[src/rtl/core/nlp_pkg.sv]
// ----------------------------------------------------------------------------
// nlp_pkg
// Types, constants and codes of the note length parser.
// ----------------------------------------------------------------------------
`default_nettype none

package nlp_pkg;

    localparam int TICKS_PER_WHOLE = 96;
    localparam int DIV_W_RAW       = $clog2(TICKS_PER_WHOLE + 1);
    localparam int DIV_W           = (DIV_W_RAW < 2) ? 2 : DIV_W_RAW;
    localparam int CNT_W           = $clog2(DIV_W + 1);
    localparam int VAL_W           = 15;

    localparam logic [VAL_W-1:0] SAT_MAX = '1;

    localparam logic [7:0] CH_PCT   = 8'h25;
    localparam logic [7:0] CH_CARET = 8'h5E;
    localparam logic [7:0] CH_DOT   = 8'h2E;
    localparam logic [7:0] CH_MINUS = 8'h2D;
    localparam logic [7:0] CH_PLUS  = 8'h2B;
    localparam logic [7:0] CH_ZERO  = 8'h30;
    localparam logic [7:0] CH_NINE  = 8'h39;
    localparam logic [7:0] CH_SPACE = 8'h20;
    localparam logic [7:0] CH_TAB   = 8'h09;
    localparam logic [7:0] CH_CR    = 8'h0D;

    typedef struct packed {
        logic [7:0]       ch;
        logic             first;
        logic [VAL_W-1:0] default_clocks;
    } nlp_in_t;

    typedef struct packed {
        logic               consumed;
        logic               done_res;
        logic signed [15:0] length;
        logic               relative;
        logic               found;
    } nlp_out_t;

    typedef enum logic [2:0] {
        PH_IDLE,
        PH_PART_START,
        PH_PART_DIGITS,
        PH_DOTS,
        PH_TRAIL,
        PH_PCT_SIGN,
        PH_PCT_DIGITS
    } phase_t;

    typedef enum logic [1:0] {
        S_IDLE,
        S_EVAL,
        S_DIV
    } seq_t;

    typedef enum logic [1:0] {
        LEN_ZERO,
        LEN_TOTAL,
        LEN_DEFAULT
    } len_sel_t;

    typedef struct packed {
        logic     load;
        logic     acc_start;
        logic     acc_digit;
        logic     part_default;
        logic     div_start;
        logic     part_div;
        logic     dot_step;
        logic     total_add;
        logic     total_pct;
        logic     set_sign;
        logic     out_load;
        logic     out_consumed;
        logic     out_done;
        logic     out_found;
        len_sel_t len_sel;
    } nlp_cmd_t;

    typedef struct packed {
        logic in_first;
        logic in_pct;
        logic is_digit;
        logic is_space;
        logic is_dot;
        logic is_caret;
        logic is_sign;
        logic sign_seen;
        logic div_busy;
    } nlp_stat_t;

endpackage

`default_nettype wire

[src/rtl/core/nlp_dp.sv]
// ----------------------------------------------------------------------------
// nlp_dp
// Datapath: character register, accumulators, tick divider, result register.
// ----------------------------------------------------------------------------
`default_nettype none

module nlp_dp (
    input  wire logic              clk,
    input  wire logic              rst_n,
    input  wire nlp_pkg::nlp_in_t  char_data,
    input  wire nlp_pkg::nlp_cmd_t cmd,
    output nlp_pkg::nlp_stat_t     stat,
    output nlp_pkg::nlp_out_t      res
);

    logic [7:0]                      ch_reg;
    logic [nlp_pkg::VAL_W-1:0]       default_reg;
    logic [nlp_pkg::VAL_W-1:0]       acc_reg;
    logic [nlp_pkg::VAL_W-1:0]       part_reg;
    logic [nlp_pkg::VAL_W-1:0]       dot_reg;
    logic signed [15:0]              total_reg;
    logic                            neg_reg;
    logic                            sgn_reg;
    logic [nlp_pkg::DIV_W-1:0]       dvs_reg;
    logic [nlp_pkg::DIV_W-1:0]       quo_reg;
    logic [nlp_pkg::DIV_W-1:0]       rem_reg;
    logic [nlp_pkg::CNT_W-1:0]       cnt_reg;
    nlp_pkg::nlp_out_t               res_reg;
    nlp_pkg::nlp_out_t               res_next;

    logic [3:0]                      digit_val;
    logic [18:0]                     acc_wide;
    logic [nlp_pkg::VAL_W-1:0]       acc_sat;
    logic [nlp_pkg::VAL_W-1:0]       ticks_v;
    logic [nlp_pkg::DIV_W-1:0]       dvs_sel;
    logic [nlp_pkg::DIV_W:0]         trial;
    logic [nlp_pkg::DIV_W:0]         diff;
    logic                            ge;
    logic [nlp_pkg::VAL_W-1:0]       dot_half;
    logic [nlp_pkg::VAL_W:0]         dot_sum;
    logic [nlp_pkg::VAL_W:0]         total_sum;
    logic signed [15:0]              pct_total;

    assign stat.in_first  = char_data.first;
    assign stat.in_pct    = (char_data.ch == nlp_pkg::CH_PCT);
    assign stat.is_digit  = ch_reg inside {[nlp_pkg::CH_ZERO:nlp_pkg::CH_NINE]};
    assign stat.is_space  = (ch_reg == nlp_pkg::CH_SPACE)
                          || (ch_reg inside {[nlp_pkg::CH_TAB:nlp_pkg::CH_CR]});
    assign stat.is_dot    = (ch_reg == nlp_pkg::CH_DOT);
    assign stat.is_caret  = (ch_reg == nlp_pkg::CH_CARET);
    assign stat.is_sign   = ch_reg inside {nlp_pkg::CH_PLUS, nlp_pkg::CH_MINUS};
    assign stat.sign_seen = sgn_reg;
    assign stat.div_busy  = (cnt_reg != '0);

    assign digit_val = 4'(ch_reg - nlp_pkg::CH_ZERO);
    assign acc_wide  = 19'({acc_reg, 3'b000}) + 19'({acc_reg, 1'b0}) + 19'(digit_val);
    assign acc_sat   = (acc_wide > 19'(nlp_pkg::SAT_MAX)) ? nlp_pkg::SAT_MAX
                                                          : acc_wide[nlp_pkg::VAL_W-1:0];

    assign ticks_v = nlp_pkg::VAL_W'(nlp_pkg::TICKS_PER_WHOLE);
    assign dvs_sel = ((acc_reg == '0) || (acc_reg > ticks_v))
                   ? nlp_pkg::DIV_W'(nlp_pkg::TICKS_PER_WHOLE)
                   : acc_reg[nlp_pkg::DIV_W-1:0];

    assign trial = {rem_reg, quo_reg[nlp_pkg::DIV_W-1]};
    assign ge    = (trial >= {1'b0, dvs_reg});
    assign diff  = trial - {1'b0, dvs_reg};

    assign dot_half  = dot_reg >> 1;
    assign dot_sum   = {1'b0, part_reg} + {1'b0, dot_half};
    assign total_sum = {1'b0, total_reg[nlp_pkg::VAL_W-1:0]} + {1'b0, part_reg};
    assign pct_total = neg_reg ? -$signed({1'b0, acc_reg}) : $signed({1'b0, acc_reg});

    always_ff @(posedge clk or negedge rst_n)
    begin
        if (!rst_n)
        begin
            default_reg <= '0;
            acc_reg     <= '0;
            part_reg    <= '0;
            dot_reg     <= '0;
            total_reg   <= '0;
            neg_reg     <= 1'b0;
            sgn_reg     <= 1'b0;
            cnt_reg     <= '0;
        end
        else
        begin
            if (cmd.load && char_data.first)
            begin
                default_reg <= char_data.default_clocks;
                acc_reg     <= '0;
                part_reg    <= '0;
                dot_reg     <= '0;
                total_reg   <= '0;
                neg_reg     <= 1'b0;
                sgn_reg     <= 1'b0;
            end
            if (cmd.acc_start)
            begin
                acc_reg <= nlp_pkg::VAL_W'(digit_val);
            end
            if (cmd.acc_digit)
            begin
                acc_reg <= acc_sat;
            end
            if (cmd.part_default)
            begin
                part_reg <= default_reg;
                dot_reg  <= default_reg;
            end
            if (cmd.part_div)
            begin
                part_reg <= nlp_pkg::VAL_W'(quo_reg);
                dot_reg  <= nlp_pkg::VAL_W'(quo_reg);
            end
            if (cmd.dot_step)
            begin
                dot_reg  <= dot_half;
                part_reg <= dot_sum[nlp_pkg::VAL_W] ? nlp_pkg::SAT_MAX
                                                    : dot_sum[nlp_pkg::VAL_W-1:0];
            end
            if (cmd.total_add)
            begin
                total_reg <= total_sum[nlp_pkg::VAL_W]
                           ? {1'b0, nlp_pkg::SAT_MAX}
                           : {1'b0, total_sum[nlp_pkg::VAL_W-1:0]};
            end
            if (cmd.total_pct)
            begin
                total_reg <= pct_total;
            end
            if (cmd.set_sign)
            begin
                sgn_reg <= 1'b1;
                neg_reg <= (ch_reg == nlp_pkg::CH_MINUS);
            end
            if (cmd.div_start)
            begin
                cnt_reg <= nlp_pkg::CNT_W'(nlp_pkg::DIV_W);
            end
            else if (cnt_reg != '0)
            begin
                cnt_reg <= cnt_reg - 1'b1;
            end
        end
    end

    always_comb
    begin
        res_next          = res_reg;
        if (cmd.out_load)
        begin
            res_next.consumed = cmd.out_consumed;
            res_next.done_res = cmd.out_done;
            res_next.relative = cmd.out_done & sgn_reg;
            res_next.found    = cmd.out_found;
            case (cmd.len_sel)
                nlp_pkg::LEN_TOTAL:   res_next.length = total_reg;
                nlp_pkg::LEN_DEFAULT: res_next.length = $signed({1'b0, default_reg});
                default:              res_next.length = '0;
            endcase
        end
    end

    always_ff @(posedge clk)
    begin
        if (cmd.load)
        begin
            ch_reg <= char_data.ch;
        end
        if (cmd.div_start)
        begin
            dvs_reg <= dvs_sel;
            quo_reg <= nlp_pkg::DIV_W'(nlp_pkg::TICKS_PER_WHOLE);
            rem_reg <= '0;
        end
        else if (cnt_reg != '0)
        begin
            rem_reg <= ge ? diff[nlp_pkg::DIV_W-1:0] : trial[nlp_pkg::DIV_W-1:0];
            quo_reg <= {quo_reg[nlp_pkg::DIV_W-2:0], ge};
        end
        res_reg <= res_next;
    end

    assign res = res_reg;

endmodule

`default_nettype wire

[src/rtl/core/nlp_ctrl.sv]
// ----------------------------------------------------------------------------
// nlp_ctrl
// Controller: field phase, per-character sequencing and handshakes.
// ----------------------------------------------------------------------------
`default_nettype none

module nlp_ctrl (
    input  wire logic               clk,
    input  wire logic               rst_n,
    input  wire logic               char_valid,
    output logic                    char_stall,
    output logic                    len_valid,
    input  wire logic               len_stall,
    input  wire nlp_pkg::nlp_stat_t stat,
    output nlp_pkg::nlp_cmd_t       cmd
);

    nlp_pkg::seq_t     seq_reg;
    nlp_pkg::seq_t     seq_next;
    nlp_pkg::phase_t   phase_reg;
    nlp_pkg::phase_t   phase_next;
    logic              skip_reg;
    logic              skip_next;
    logic              out_valid_reg;
    logic              out_valid_next;
    logic              out_free;
    logic              fin;

    assign out_free   = !out_valid_reg || !len_stall;
    assign char_stall = (seq_reg != nlp_pkg::S_IDLE);
    assign len_valid  = out_valid_reg;

    always_ff @(posedge clk or negedge rst_n)
    begin
        if (!rst_n)
        begin
            seq_reg       <= nlp_pkg::S_IDLE;
            phase_reg     <= nlp_pkg::PH_IDLE;
            skip_reg      <= 1'b0;
            out_valid_reg <= 1'b0;
        end
        else
        begin
            seq_reg       <= seq_next;
            phase_reg     <= phase_next;
            skip_reg      <= skip_next;
            out_valid_reg <= out_valid_next;
        end
    end

    always_comb
    begin
        cmd        = '0;
        seq_next   = seq_reg;
        phase_next = phase_reg;
        skip_next  = skip_reg;
        fin        = 1'b0;

        case (seq_reg)
            nlp_pkg::S_IDLE:
            begin
                if (char_valid)
                begin
                    cmd.load  = 1'b1;
                    seq_next  = nlp_pkg::S_EVAL;
                    skip_next = stat.in_first && stat.in_pct;
                    if (stat.in_first)
                    begin
                        phase_next = stat.in_pct ? nlp_pkg::PH_PCT_SIGN
                                                 : nlp_pkg::PH_PART_START;
                    end
                end
            end

            nlp_pkg::S_EVAL:
            begin
                if (skip_reg)
                begin
                    if (out_free)
                    begin
                        fin              = 1'b1;
                        cmd.out_consumed = 1'b1;
                        skip_next        = 1'b0;
                    end
                end
                else
                begin
                    case (phase_reg)
                        nlp_pkg::PH_PART_START:
                        begin
                            if (!stat.is_digit)
                            begin
                                cmd.part_default = 1'b1;
                                phase_next       = nlp_pkg::PH_DOTS;
                            end
                            else if (out_free)
                            begin
                                cmd.acc_start    = 1'b1;
                                phase_next       = nlp_pkg::PH_PART_DIGITS;
                                fin              = 1'b1;
                                cmd.out_consumed = 1'b1;
                            end
                        end

                        nlp_pkg::PH_PART_DIGITS:
                        begin
                            if (!stat.is_digit)
                            begin
                                cmd.div_start = 1'b1;
                                seq_next      = nlp_pkg::S_DIV;
                            end
                            else if (out_free)
                            begin
                                cmd.acc_digit    = 1'b1;
                                fin              = 1'b1;
                                cmd.out_consumed = 1'b1;
                            end
                        end

                        nlp_pkg::PH_DOTS:
                        begin
                            if (stat.is_dot)
                            begin
                                if (out_free)
                                begin
                                    cmd.dot_step     = 1'b1;
                                    fin              = 1'b1;
                                    cmd.out_consumed = 1'b1;
                                end
                            end
                            else if (stat.is_caret)
                            begin
                                if (out_free)
                                begin
                                    cmd.total_add    = 1'b1;
                                    phase_next       = nlp_pkg::PH_PART_START;
                                    fin              = 1'b1;
                                    cmd.out_consumed = 1'b1;
                                end
                            end
                            else
                            begin
                                cmd.total_add = 1'b1;
                                phase_next    = nlp_pkg::PH_TRAIL;
                            end
                        end

                        nlp_pkg::PH_TRAIL:
                        begin
                            if (out_free)
                            begin
                                fin = 1'b1;
                                if (stat.is_space)
                                begin
                                    cmd.out_consumed = 1'b1;
                                end
                                else
                                begin
                                    cmd.out_done  = 1'b1;
                                    cmd.out_found = 1'b1;
                                    cmd.len_sel   = nlp_pkg::LEN_TOTAL;
                                    phase_next    = nlp_pkg::PH_IDLE;
                                end
                            end
                        end

                        nlp_pkg::PH_PCT_SIGN:
                        begin
                            if (out_free)
                            begin
                                fin = 1'b1;
                                if (!stat.sign_seen && stat.is_sign)
                                begin
                                    cmd.set_sign     = 1'b1;
                                    cmd.out_consumed = 1'b1;
                                end
                                else if (stat.is_digit)
                                begin
                                    cmd.acc_start    = 1'b1;
                                    phase_next       = nlp_pkg::PH_PCT_DIGITS;
                                    cmd.out_consumed = 1'b1;
                                end
                                else
                                begin
                                    cmd.out_done = 1'b1;
                                    cmd.len_sel  = nlp_pkg::LEN_DEFAULT;
                                    phase_next   = nlp_pkg::PH_IDLE;
                                end
                            end
                        end

                        nlp_pkg::PH_PCT_DIGITS:
                        begin
                            if (!stat.is_digit)
                            begin
                                cmd.total_pct = 1'b1;
                                phase_next    = nlp_pkg::PH_TRAIL;
                            end
                            else if (out_free)
                            begin
                                cmd.acc_digit    = 1'b1;
                                fin              = 1'b1;
                                cmd.out_consumed = 1'b1;
                            end
                        end

                        default:
                        begin
                            phase_next = nlp_pkg::PH_IDLE;
                            if (out_free)
                            begin
                                fin = 1'b1;
                            end
                        end
                    endcase
                end
            end

            nlp_pkg::S_DIV:
            begin
                if (!stat.div_busy)
                begin
                    cmd.part_div = 1'b1;
                    phase_next   = nlp_pkg::PH_DOTS;
                    seq_next     = nlp_pkg::S_EVAL;
                end
            end

            default:
            begin
                seq_next = nlp_pkg::S_IDLE;
            end
        endcase

        if (fin)
        begin
            cmd.out_load = 1'b1;
            seq_next     = nlp_pkg::S_IDLE;
        end

        if (fin)
        begin
            out_valid_next = 1'b1;
        end
        else
        begin
            out_valid_next = out_valid_reg && len_stall;
        end
    end

endmodule

`default_nettype wire

[src/rtl/core/note_length_parser.sv]
// ----------------------------------------------------------------------------
// note_length_parser
// Streaming note-length field reader: one character in, one result out.
//
//   channel   direction   payload            handshake
//   char      in          nlp_in_t           char_valid / char_stall
//   len       out         nlp_out_t          len_valid / len_stall
//
// Each character is loaded in its accepting cycle and then evaluated step by
// step until its result is registered; a part that ends its digits in normal
// form also runs the shift-subtract tick divider (DIV_W = 7 at 96 ticks).
// One character is in work at a time; the next one is taken while a result
// waits in the output register.
// Reset is asynchronous, active low, and returns the field phase to idle.
// A stalled result holds the finishing step of the character behind it.
// ----------------------------------------------------------------------------
`default_nettype none

module note_length_parser (
    input  wire logic              clk,
    input  wire logic              rst_n,
    input  wire logic              char_valid,
    output logic                   char_stall,
    input  wire nlp_pkg::nlp_in_t  char_data,
    output logic                   len_valid,
    input  wire logic              len_stall,
    output nlp_pkg::nlp_out_t      len_data
);

    nlp_pkg::nlp_cmd_t  cmd;
    nlp_pkg::nlp_stat_t stat;

    nlp_ctrl u_ctrl (
        .clk        (clk),
        .rst_n      (rst_n),
        .char_valid (char_valid),
        .char_stall (char_stall),
        .len_valid  (len_valid),
        .len_stall  (len_stall),
        .stat       (stat),
        .cmd        (cmd)
    );

    nlp_dp u_dp (
        .clk       (clk),
        .rst_n     (rst_n),
        .char_data (char_data),
        .cmd       (cmd),
        .stat      (stat),
        .res       (len_data)
    );

endmodule

`default_nettype wire

[config.mk]
export PLATFORM = sky130hd
export DESIGN_NAME = note_length_parser
export DESIGN_NICKNAME = d
export VERILOG_FILES = /design/src/rtl/core/nlp_pkg.sv /design/src/rtl/core/nlp_dp.sv /design/src/rtl/core/nlp_ctrl.sv /design/src/rtl/core/note_length_parser.sv
export SDC_FILE = /design/constraint.sdc
export NUM_CORES = 1
export LEC_CHECK = 0
export BUFFER_PORTS_ARGS = -buffer_cell sky130_fd_sc_hd__buf_2
export CAP_MARGIN = 5
export CORE_MARGIN = 2
export CORE_UTILIZATION = 55
export CTS_BUF_LIST = sky130_fd_sc_hd__clkbuf_8
export DETAILED_ROUTE_END_ITERATION = 8
export PLACE_DENSITY = 0.73
export SYNTH_ARGS = -nofsm -noshare
export SYNTH_HDL_FRONTEND = slang
export SYNTH_HIERARCHICAL = 1
export SYNTH_SLANG_ARGS = --single-unit
[constraint.sdc]
create_clock -name clk -period 3.5 [get_ports clk]
set_input_delay 0.175 -clock clk [delete_from_list [all_inputs] [get_ports clk]]
set_output_delay 0.175 -clock clk [all_outputs]
set_load 0.02 [all_outputs]
==> run metrics, run 1 <==
status=completed; Critical Path AT=3590 ps; Vias=8029; XOR/XNOR Fraction of Synth Area=4.11%; share of layout cells above drive strength 1=14.2%; largest net degree at the start of global routing=67; num ports=50; setup TNS=0 ps; max reg flops=20; adder-cell share of the synthesized area=10.9%; initial drt markers=625; Synth top cells by count=dfrtp_1, nand2_1, ha_1; worst hold path startpoint=char_valid; Reg2Reg Launch Point=u_dp/ch_reg[3]$_DFFE_PP_; crit path cell chain=inv_1 -> fa_1 -> inv_1 -> ha_1 -> a211o_1 -> o211ai_1 -> a21oi_4 -> a21oi_2 -> o311a_1 -> a2111oi_4 -> buf_4 -> a41oi_1; leakage=4.70 nW; Bufs on Longest Clock Path=2; Max Slew Vio Count=0; Root Buffer=clkbuf_8; crit-path max FO=15; initial antenna violation count=0; Hold Crit Depth=3; largest family of logic cells by synthesized area=compound AO/OA/AOI/OAI gates; Finished Layout Cells=1302; critical path's top delay family=compound AO/OA/AOI/OAI gates; Starting Density=56.4%; ANT nets after route=0; Die Ht=135 um; Hold WC Path Type=input port to register; DRC viols=0; top-area cell type share of the netlist area=23.2%; vias per cell=6.17; Worst R2R Setup Slack=210 ps; Sink Count=136; hold violation count in the final report=0; clk_lat worst skew=470 ps; ys async rst share=64.0%; ratio of final minimum period to clock period=93.9%; compound-gate portion of the synthesized area=25.3%; n_diodes=0; first-pass GRT wire length=38000 um; CTS buffer count=17; Routed WL per cell=17.7 um; CTS H-tree depth=4; grt ovf=0; Final min period=3290 ps; Std-Cell Rows=47; post-synthesis sequential area ratio=37.4%; vias in the first global route=7608; Main synth FF type=dfrtp_1; Total Nets Final=1176; synthesized flop and latch total=136; area delta synth->final=12.0%; Max Cap Viol=0; Worst Setup Path Type=register to register; Area contributors post-synth=dfrtp_1, edfxtp_1, ha_1; Buf/Inv on CP=3; chip width=135 um; YS warnings=6; Mapped Area=9390 um^2; gr usage total=26.2%; leading area contributor after synthesis=dfrtp_1; slowest cell on the critical path=fa_1; most used cell, CP=inv_1; Pwr Density=736 nW/um^2; Simple-Gate Fraction of Synth Area=15.3%; RSZ-0062 raised after global routing=no; Worst Reg-to-Reg Cells=12; number of synthesized flops with an enable pin=35; Worst-path clk slew=70 ps; Avg Cell Area, Syn=9.42 um^2; startpoint types=register; Peak VDD IR=406 uV; Core Region=16600 um^2; hold path endpoint=u_ctrl/skip_reg$_DFFE_PN0P_; post-synthesis cell count=997; Netlist cell types=83; Worst-Margin Slew=913 ps; total die area=18100 um^2; CTS tree=done; GP Congestion=0.960; f_max=0.304 GHz; Slew HR=39.1%; Worst path max stage delay=600 ps; CTS resizes=0; reg2reg end=u_dp/acc_reg[2]$_DFFE_PN0P_; PortBufs=49; syn nets=1104; post-placement cell count=1245; skew final=20.3 ps; Critical Path End Type=register; drt total wl=23000 um; DRT Pass-1 Iters=6; cell with the most instances after synthesis=dfrtp_1; final setup fails=0; post-synthesis mux area share=2.51%; HPWL Detailed=16800 um; CP required=3810 ps
[report_power, final]
part | internal [W] | total (W) | switching, W
sequential | 0.00221 | 0.00273 | 0.000526
combinational | 0.00169 | 0.00386 | 0.00217
clock | 0.000559 | 0.00115 | 0.000595
[logic make-up (layout without fill, tap and decap cells)]
logic type | after synthesis | after routing
flip-flops | 136 | 136
buffers and inverters | 103 | 188
multiplexers | 21 | 21
AND/OR/NAND/NOR | 286 | 286
adder cells (fa/ha/maj) | 79 | 79
XOR/XNOR | 44 | 44
AO/OA/AOI/OAI | 328 | 328
[worst register-to-register path, stage by stage, from the launching register on]
cell,delay [ps]
edfxtp_1,450
inv_1,110
fa_1,600
inv_1,60
ha_1,290
a211o_1,120
o211ai_1,140
a21oi_4,240
a21oi_2,90
o311a_1,360
a2111oi_4,270
buf_4,260
a41oi_1,150
[repair_timing]
action	4_1_cts	5_1_grt
hold buffers	24	0
hold endpoints to repair	88	0
buffers inserted	0	1
setup endpoints to repair	0	11
[placed cells by master (no fill, tap or decap), types with 23 or more instances in the layout]
master,count
dfrtp_1,87
o21ai_0,53
nor2_1,67
buf_2,48
nor2b_1,26
nor3_1,23
edfxtp_1,35
buf_4,28
xnor2_1,33
ha_1,74
nand2_1,75
dlygate4sd3_1,24
a21oi_1,69
inv_1,61
[layer usage]
| metal | up-vias | GRT usage, % | part of all wire, % | wire (um) |
|---|---|---|---|---|
| met4 | 0 | 7.78 | 1.5 | 337 |
| met3 | 32 | 4.99 | 5.4 | 1240 |
| met1 | 3870 | 36.1 | 46 | 10600 |
| met2 | 238 | 42.4 | 47 | 10900 |
| met5 | - | 0 | 0 | 0 |
| li1 | 3889 | - | - | - |
[per-stage QoR]
step / hold slack (ps) / worst slack, ps / total power (W) / utilization (%) / instance area, um^2
floorplan: -121 / 402 / 0.00554 / - / 9390
global placement: 330 / 241 / 0.00644 / 59.6 / 9930
detailed placement: 331 / 221 / 0.00654 / 59.6 / 9930
CTS: 75.3 / 166 / 0.00774 / 63.2 / 10500
global route: 109 / 7.40 / 0.00837 / 63.2 / 10500
finish: 110 / 215 / 0.00774 / 63.2 / 10500
[layout make-up]
type / count / area [um^2]
clock buffers: 18 / 248
clock inverters: 14 / 96.3
well taps: 220 / 275
repair buffers: 100 / 691
inverters: 56 / 210
multi-input cells: 758 / 5490
fillers: 1409 / 6120
flip-flops and latches: 136 / 3510
[worst max-delay path by stage]
stage	start	endpoint	cells past startpoint
2_1_floorplan	u_dp/ch_reg[3]$_DFFE_PP_	u_dp/acc_reg[10]$_DFFE_PN0P_	12
3_3_place_gp	u_dp/ch_reg[3]$_DFFE_PP_	u_dp/acc_reg[2]$_DFFE_PN0P_	12
3_5_place_dp	u_dp/ch_reg[3]$_DFFE_PP_	u_dp/acc_reg[2]$_DFFE_PN0P_	12
4_1_cts	u_dp/ch_reg[3]$_DFFE_PP_	u_dp/acc_reg[2]$_DFFE_PN0P_	12
5_1_grt	u_dp/ch_reg[3]$_DFFE_PP_	u_dp/acc_reg[3]$_DFFE_PN0P_	12
6_report	u_dp/ch_reg[3]$_DFFE_PP_	u_dp/acc_reg[2]$_DFFE_PN0P_	12
Power figures use the tool's default switching activity.
==> inputs of run 2 (changes only) <==
--- a/config.mk
+++ b/config.mk
@@ -8,10 +8,11 @@
 export BUFFER_PORTS_ARGS = -buffer_cell sky130_fd_sc_hd__buf_2
 export CAP_MARGIN = 5
 export CORE_MARGIN = 2
-export CORE_UTILIZATION = 55
+export CORE_UTILIZATION = 35
 export CTS_BUF_LIST = sky130_fd_sc_hd__clkbuf_8
+export CTS_CLUSTER_SIZE = 14
 export DETAILED_ROUTE_END_ITERATION = 8
-export PLACE_DENSITY = 0.73
+export PLACE_DENSITY = 0.51
 export SYNTH_ARGS = -nofsm -noshare
 export SYNTH_HDL_FRONTEND = slang
 export SYNTH_HIERARCHICAL = 1
==> run metrics, run 2 (synthesis results as in run 1) <==
status=completed; ANT nets after route=0 (unchanged); first-pass GRT wire length=40100 um (+5.6%); crit-path max FO=15 (unchanged); post-placement cell count=1366 (+9.7%); initial antenna violation count=0 (unchanged); share of layout cells above drive strength 1=15.2% (+0.95 points); area delta synth->final=14.4%; startpoint types=register; Finished Layout Cells=1422 (+9.2%); Peak VDD IR=263 uV (-35%); RSZ-0062 raised after global routing=no; CP required=3810 ps (about the same); GP Congestion=0.843 (-12%); grt ovf=0 (unchanged); Std-Cell Rows=59 (+26%); most common cell after layout, fill and taps aside=dfrtp_1; Pwr Density=730 nW/um^2 (-0.80%); Worst-path clk slew=90 ps (+20 ps); CTS tree=done; HPWL Detailed=18000 um (+7.1%); num ports=50 (unchanged); Hold WC Path Type=input port to register; largest net degree at the start of global routing=71 (+6.0%); DRT Pass-1 Iters=5 (-1); skew final=18.9 ps (-1.46 ps); ratio of final minimum period to clock period=94.3% (+0.46 points); final setup fails=0 (unchanged); CTS buffer count=17 (unchanged); Core Region=26200 um^2 (+57%); Starting Density=35.8% (-21 points); Critical Path AT=3610 ps (+20 ps); switching pwr=0.00335 W (+1.8%); Bufs on Longest Clock Path=2 (unchanged); leakage=4.72 nW (+0.51%); setup TNS=0 ps (unchanged); hold violation count in the final report=0 (unchanged); drt total wl=24500 um (+6.3%); total die area=28100 um^2 (+55%); Worst Setup Path Type=register to register; initial drt markers=601 (-3.8%); Vias=7840 (-2.4%); Sink Count=136 (unchanged); Die Ht=168 um (+25%); n_diodes=0 (unchanged); final core utilization=41.0% (-22 points); Max Slew Vio Count=0 (unchanged); Sw Share=42.7% (+0.23 points); PortBufs=49 (unchanged); vias per cell=5.51 (-11%); DRC viols=0 (unchanged); P_int=0.00449 W (+0.84%); gr usage total=17.7% (-8.6 points); Fillers=2575 (+83%); clk_lat worst skew=450 ps (-20 ps); Routed WL per cell=17.2 um (-2.6%); Root Buffer=clkbuf_8; Total Nets Final=1181 (+0.43%); Sequential Power Share=35.0% (-0.3 points); max reg flops=20 (unchanged); Final min period=3300 ps (+16.2 ps); total power=0.00784 W (+1.2%); final setup margin=199 ps (-16.2 ps); Logic pwr share=49.2% (-0.6 points); f_max=0.303 GHz (-0.49%); Clock Power Share=15.9% (+1.0 points); Critical Path End Type=register; chip width=168 um (+25%); Slew HR=34.0% (-5.1 points); Worst-Margin Slew=990 ps (+76.4 ps); CTS H-tree depth=4 (unchanged); Place WS=175 ps (-46.4 ps); Setup Fix Bufs, Post-CTS=0 (unchanged); Max Cap Viol=0 (unchanged); vias in the first global route=7632 (+0.32%); most frequent cells in the layout=dfrtp_1, nand2_1, ha_1
[run 2: cell types whose count changed in the layout (fill, tap and decap cells not counted)]
cell / delta
buf_4: +4
dfrtp_1: -2
clkinvlp_4: +1
clkinv_4: +2
buf_6: +1
clkinv_1: +1
nor3b_1: -1
inv_4: +1
nor3b_2: +1
inv_1: -4
dfrtp_2: +2
clkinv_2: -2
clkbuf_8: +1
[run 2: what timing repair did]
action                                  4_1_cts  5_1_grt
hold endpoints to repair                     92        0
resized for setup                             0        3
endpoints found under the setup margin        0        9
hold buffers                                 24        0
[run 2: routing by layer]
layer / GRT usage [%] / vias to the layer above / wire (um)
li1: - / 3885 / -
met1: 25.3 / 3765 / 12200
met2: 28.2 / 169 / 11200
met3: 2.47 / 21 / 836
met4: 4.39 / 0 / 277
met5: 0 / - / 0
[run 2: power groups by stage]
stage / Clock [W] / Combinational [W] / Sequential [W]
6_report: 0.00124 / 0.00386 / 0.00274
2_1_floorplan: 0 / 0.00291 / 0.00263
3_3_place_gp: 0 / 0.00382 / 0.00276
3_5_place_dp: 0 / 0.00382 / 0.00276
5_1_grt: 0.00134 / 0.00435 / 0.00281
4_1_cts: 0.00128 / 0.00387 / 0.00274
[run 2: worst paths after layout]
kind                                                      end  cells after the start  slack, ps                          from
worst max-delay path              u_dp/acc_reg[1]$_DFFE_PN0P_                     12        200   u_dp/acc_reg[0]$_DFFE_PN0P_
worst min-delay path              u_ctrl/skip_reg$_DFFE_PN0P_                      3        120                    char_valid
worst max register to register    u_dp/acc_reg[1]$_DFFE_PN0P_                     12        200   u_dp/acc_reg[0]$_DFFE_PN0P_
worst min register to register   u_dp/quo_reg[1]$_SDFFE_PP0P_                      2        480  u_dp/quo_reg[0]$_SDFFE_PP0P_
max in group asynchronous         u_dp/dot_reg[2]$_DFFE_PN0P_                      3       2220                         rst_n
min in group asynchronous       u_ctrl/seq_reg[0]$_DFFE_PN0P_                      2        410                         rst_n
[run 2: through the flow]
stage / instance area (um^2) / hold slack, ps
after floorplan: 9390 / -121
after global routing: 10700 / 151
after global placement: 10100 / 367
after CTS: 10700 / 103
final: 10700 / 123
after detailed placement: 10100 / 368
[run 2: layout make-up]
class / instances / area (um^2) / area share, %
clock inverters: 13 / 106 / 0.991
flip-flops and latches: 136 / 3510 / 32.7
clock buffers: 19 / 262 / 2.44
inverters: 56 / 210 / 1.96
repair buffers: 105 / 732 / 6.82
multi-input cells: 758 / 5500 / 51.2
well taps: 335 / 419 / 3.90
[run 2: critical path, stage by stage, from the launching register on]
cell and delay, ps:
dfrtp_2 420, inv_1 110, fa_1 570, inv_1 60, ha_1 300, a211o_1 120, o211ai_1 130, a21oi_4 290
a21oi_2 110, o311a_1 370, a2111oi_4 320, buf_6 220, a41oi_1 140
==> inputs of run 3 (changes only) <==
--- a/config.mk
+++ b/config.mk
@@ -9,7 +9,7 @@
 export CAP_MARGIN = 5
 export CORE_MARGIN = 2
 export CORE_UTILIZATION = 35
-export CTS_BUF_LIST = sky130_fd_sc_hd__clkbuf_8
+export CTS_BUF_LIST = sky130_fd_sc_hd__clkbuf_16
 export CTS_CLUSTER_SIZE = 14
 export DETAILED_ROUTE_END_ITERATION = 8
 export PLACE_DENSITY = 0.51
==> run metrics, run 3 (synthesis results as in run 1) <==
most common cell after layout, fill and taps aside=dfrtp_1; crit-path max FO=15 (unchanged); CP endpoint=u_dp/acc_reg[1]$_DFFE_PN0P_; status=completed; Total Nets Final=1181 (unchanged); Worst path max stage delay=570 ps (about the same); Final min period=3290 ps (-8.79 ps); total die area=28100 um^2 (unchanged); vias per cell=5.54 (+0.52%); final setup fails=0 (unchanged); reg2reg end=u_dp/acc_reg[1]$_DFFE_PN0P_; CP required=3780 ps (-30 ps); PortBufs=49 (unchanged); Vias=7881 (+0.52%); hold violation count in the final report=0 (unchanged); gr usage total=17.8% (+0.097 points); Worst R2R Setup Slack=210 ps (about the same); Die Ht=168 um (unchanged); DRT Pass-1 Iters=5 (unchanged); vias in the first global route=7655 (+0.30%); Worst Setup Path Type=register to register; Slew HR=34.7% (+0.71 points); Critical Path End Type=register; CTS tree=done; Bufs on Longest Clock Path=2 (unchanged); Root Buffer=clkbuf_16; RSZ-0062 raised after global routing=no; share of layout cells above drive strength 1=15.0% (-0.18 points); grt ovf=0 (unchanged); most used cell, CP=inv_1; Pwr Density=759 nW/um^2 (+3.9%); worst setup path startpoint=u_dp/acc_reg[0]$_DFFE_PN0P_; initial drt markers=603 (+0.33%); CTS H-tree depth=4 (unchanged); critical path's top delay family=compound AO/OA/AOI/OAI gates; slowest cell on the critical path=fa_1; largest net degree at the start of global routing=71 (unchanged); n_diodes=0 (unchanged); Worst Reg-to-Reg Cells=12 (unchanged); startpoint types=register; Max Slew Vio Count=0 (unchanged); clk_lat worst skew=430 ps (-20 ps); ratio of final minimum period to clock period=94.1% (-0.25 points); Routed WL per cell=17.3 um (+0.24%); setup TNS=0 ps (unchanged); drt total wl=24500 um (+0.24%); Buf/Inv on CP=3 (unchanged); Sink Count=136 (unchanged); ANT nets after route=0 (unchanged); chip width=168 um (unchanged); leakage=4.80 nW (+1.6%); CTS buffer count=17 (unchanged); Core Region=26200 um^2 (unchanged); initial antenna violation count=0 (unchanged); final core utilization=41.6% (+0.65 points); DRC viols=0 (unchanged); area delta synth->final=16.2%; first-pass GRT wire length=40200 um (+0.31%); Reg2Reg Launch Point=u_dp/acc_reg[0]$_DFFE_PN0P_; Worst-path clk slew=70 ps (-20 ps); skew final=13.4 ps (-5.46 ps); Hold WC Path Type=input port to register; crit path cell chain=inv_1 -> fa_1 -> inv_1 -> ha_1 -> a211o_1 -> o211ai_1 -> a21oi_4 -> a21oi_2 -> o311a_1 -> a2111oi_4 -> buf_6 -> a41oi_1; HPWL Detailed=18000 um (unchanged); max reg flops=20 (unchanged); f_max=0.304 GHz (+0.27%); Max Cap Viol=0 (unchanged); Critical Path AT=3570 ps (-40 ps); most frequent cells in the layout=dfrtp_1, nand2_1, ha_1; Fillers=2566 (-0.35%); Levels on crit path=12 (unchanged); Peak VDD IR=395 uV (+51%); Std-Cell Rows=59 (unchanged); Starting Density=35.8% (unchanged); Worst-Margin Slew=979 ps (-10.6 ps); num ports=50 (unchanged); GP Congestion=0.843 (unchanged)
run 3: cell count changes in the layout (fill, tap and decap cells not counted), sizes merged:
cell | before | now
clkbuf | 19 | 17
clkinv | 6 | 8
run 3: how the worst min path moves through the flow:
stage / from / end / slack, ps / depth (start not counted)
after floorplan: rst_n / u_ctrl/len_valid$_DFF_PN0_ / -120 / 0
after global placement: char_data[21] / u_dp/ch_reg[5]$_DFFE_PP_ / 370 / 1
after detailed placement: char_data[20] / u_dp/ch_reg[4]$_DFFE_PP_ / 370 / 1
after CTS: char_valid / u_ctrl/skip_reg$_DFFE_PN0P_ / 140 / 3
after global routing: char_valid / u_ctrl/skip_reg$_DFFE_PN0P_ / 190 / 3
final: char_valid / u_ctrl/skip_reg$_DFFE_PN0P_ / 150 / 3
run 3: where the power goes:
part / switching (W) / internal (W)
Sequential: 0.000532 / 0.00221
Combinational: 0.00217 / 0.00169
Clock: 0.000708 / 0.000964
run 3: metal layers:
layer / up-vias / global-route usage (%) / part of all wire (%)
li1: 3893 / - / -
met1: 3791 / 25.3 / 49
met2: 171 / 28.3 / 46
met3: 26 / 2.77 / 3.6
met4: 0 / 4.39 / 1.3
met5: - / 0 / 0
run 3: cell type report:
cell class / instances / area [um^2] / area share, %
Clock inverter: 15 / 114 / 1.04
Tap cell: 335 / 419 / 3.84
Multi-Input combinational cell: 758 / 5500 / 50.4
Sequential cell: 136 / 3510 / 32.2
Clock buffer: 17 / 425 / 3.90
Timing Repair Buffer: 105 / 732 / 6.71
Inverter: 56 / 210 / 1.93
run 3: worst reg2reg max path, stage by stage, from the launching register on:
cell       delay [ps]
dfrtp_2           410
inv_1             110
fa_1              570
inv_1              60
ha_1              300
a211o_1           120
o211ai_1          130
a21oi_4           290
a21oi_2           110
o311a_1           370
a2111oi_4         320
buf_6             220
a41oi_1           140
run 3: per-stage QoR:
| step | instance area, um^2 | hold slack (ps) | std cells | power, W | worst slack (ps) |
|---|---|---|---|---|---|
| final | 10900 | 155 | 1422 | 0.00827 | 208 |
| after global routing | 10900 | 192 | 1422 | 0.00894 | 32.2 |
| after CTS | 10900 | 140 | 1422 | 0.00833 | 133 |
| after detailed placement | 10100 | 368 | 1366 | 0.00658 | 175 |
| after global placement | 10100 | 367 | 1366 | 0.00658 | 259 |
| after floorplan | 9390 | -121 | 997 | 0.00554 | 402 |
run 3: what timing repair did:
| action | 4_1_cts | 5_1_grt |
|---|---|---|
| hold buffers | 24 | 0 |
| setup buffers | 0 | 0 |
| gates resized for setup | 0 | 3 |
| setup endpoints to repair | 0 | 9 |
| endpoints found under the hold margin | 92 | 0 |
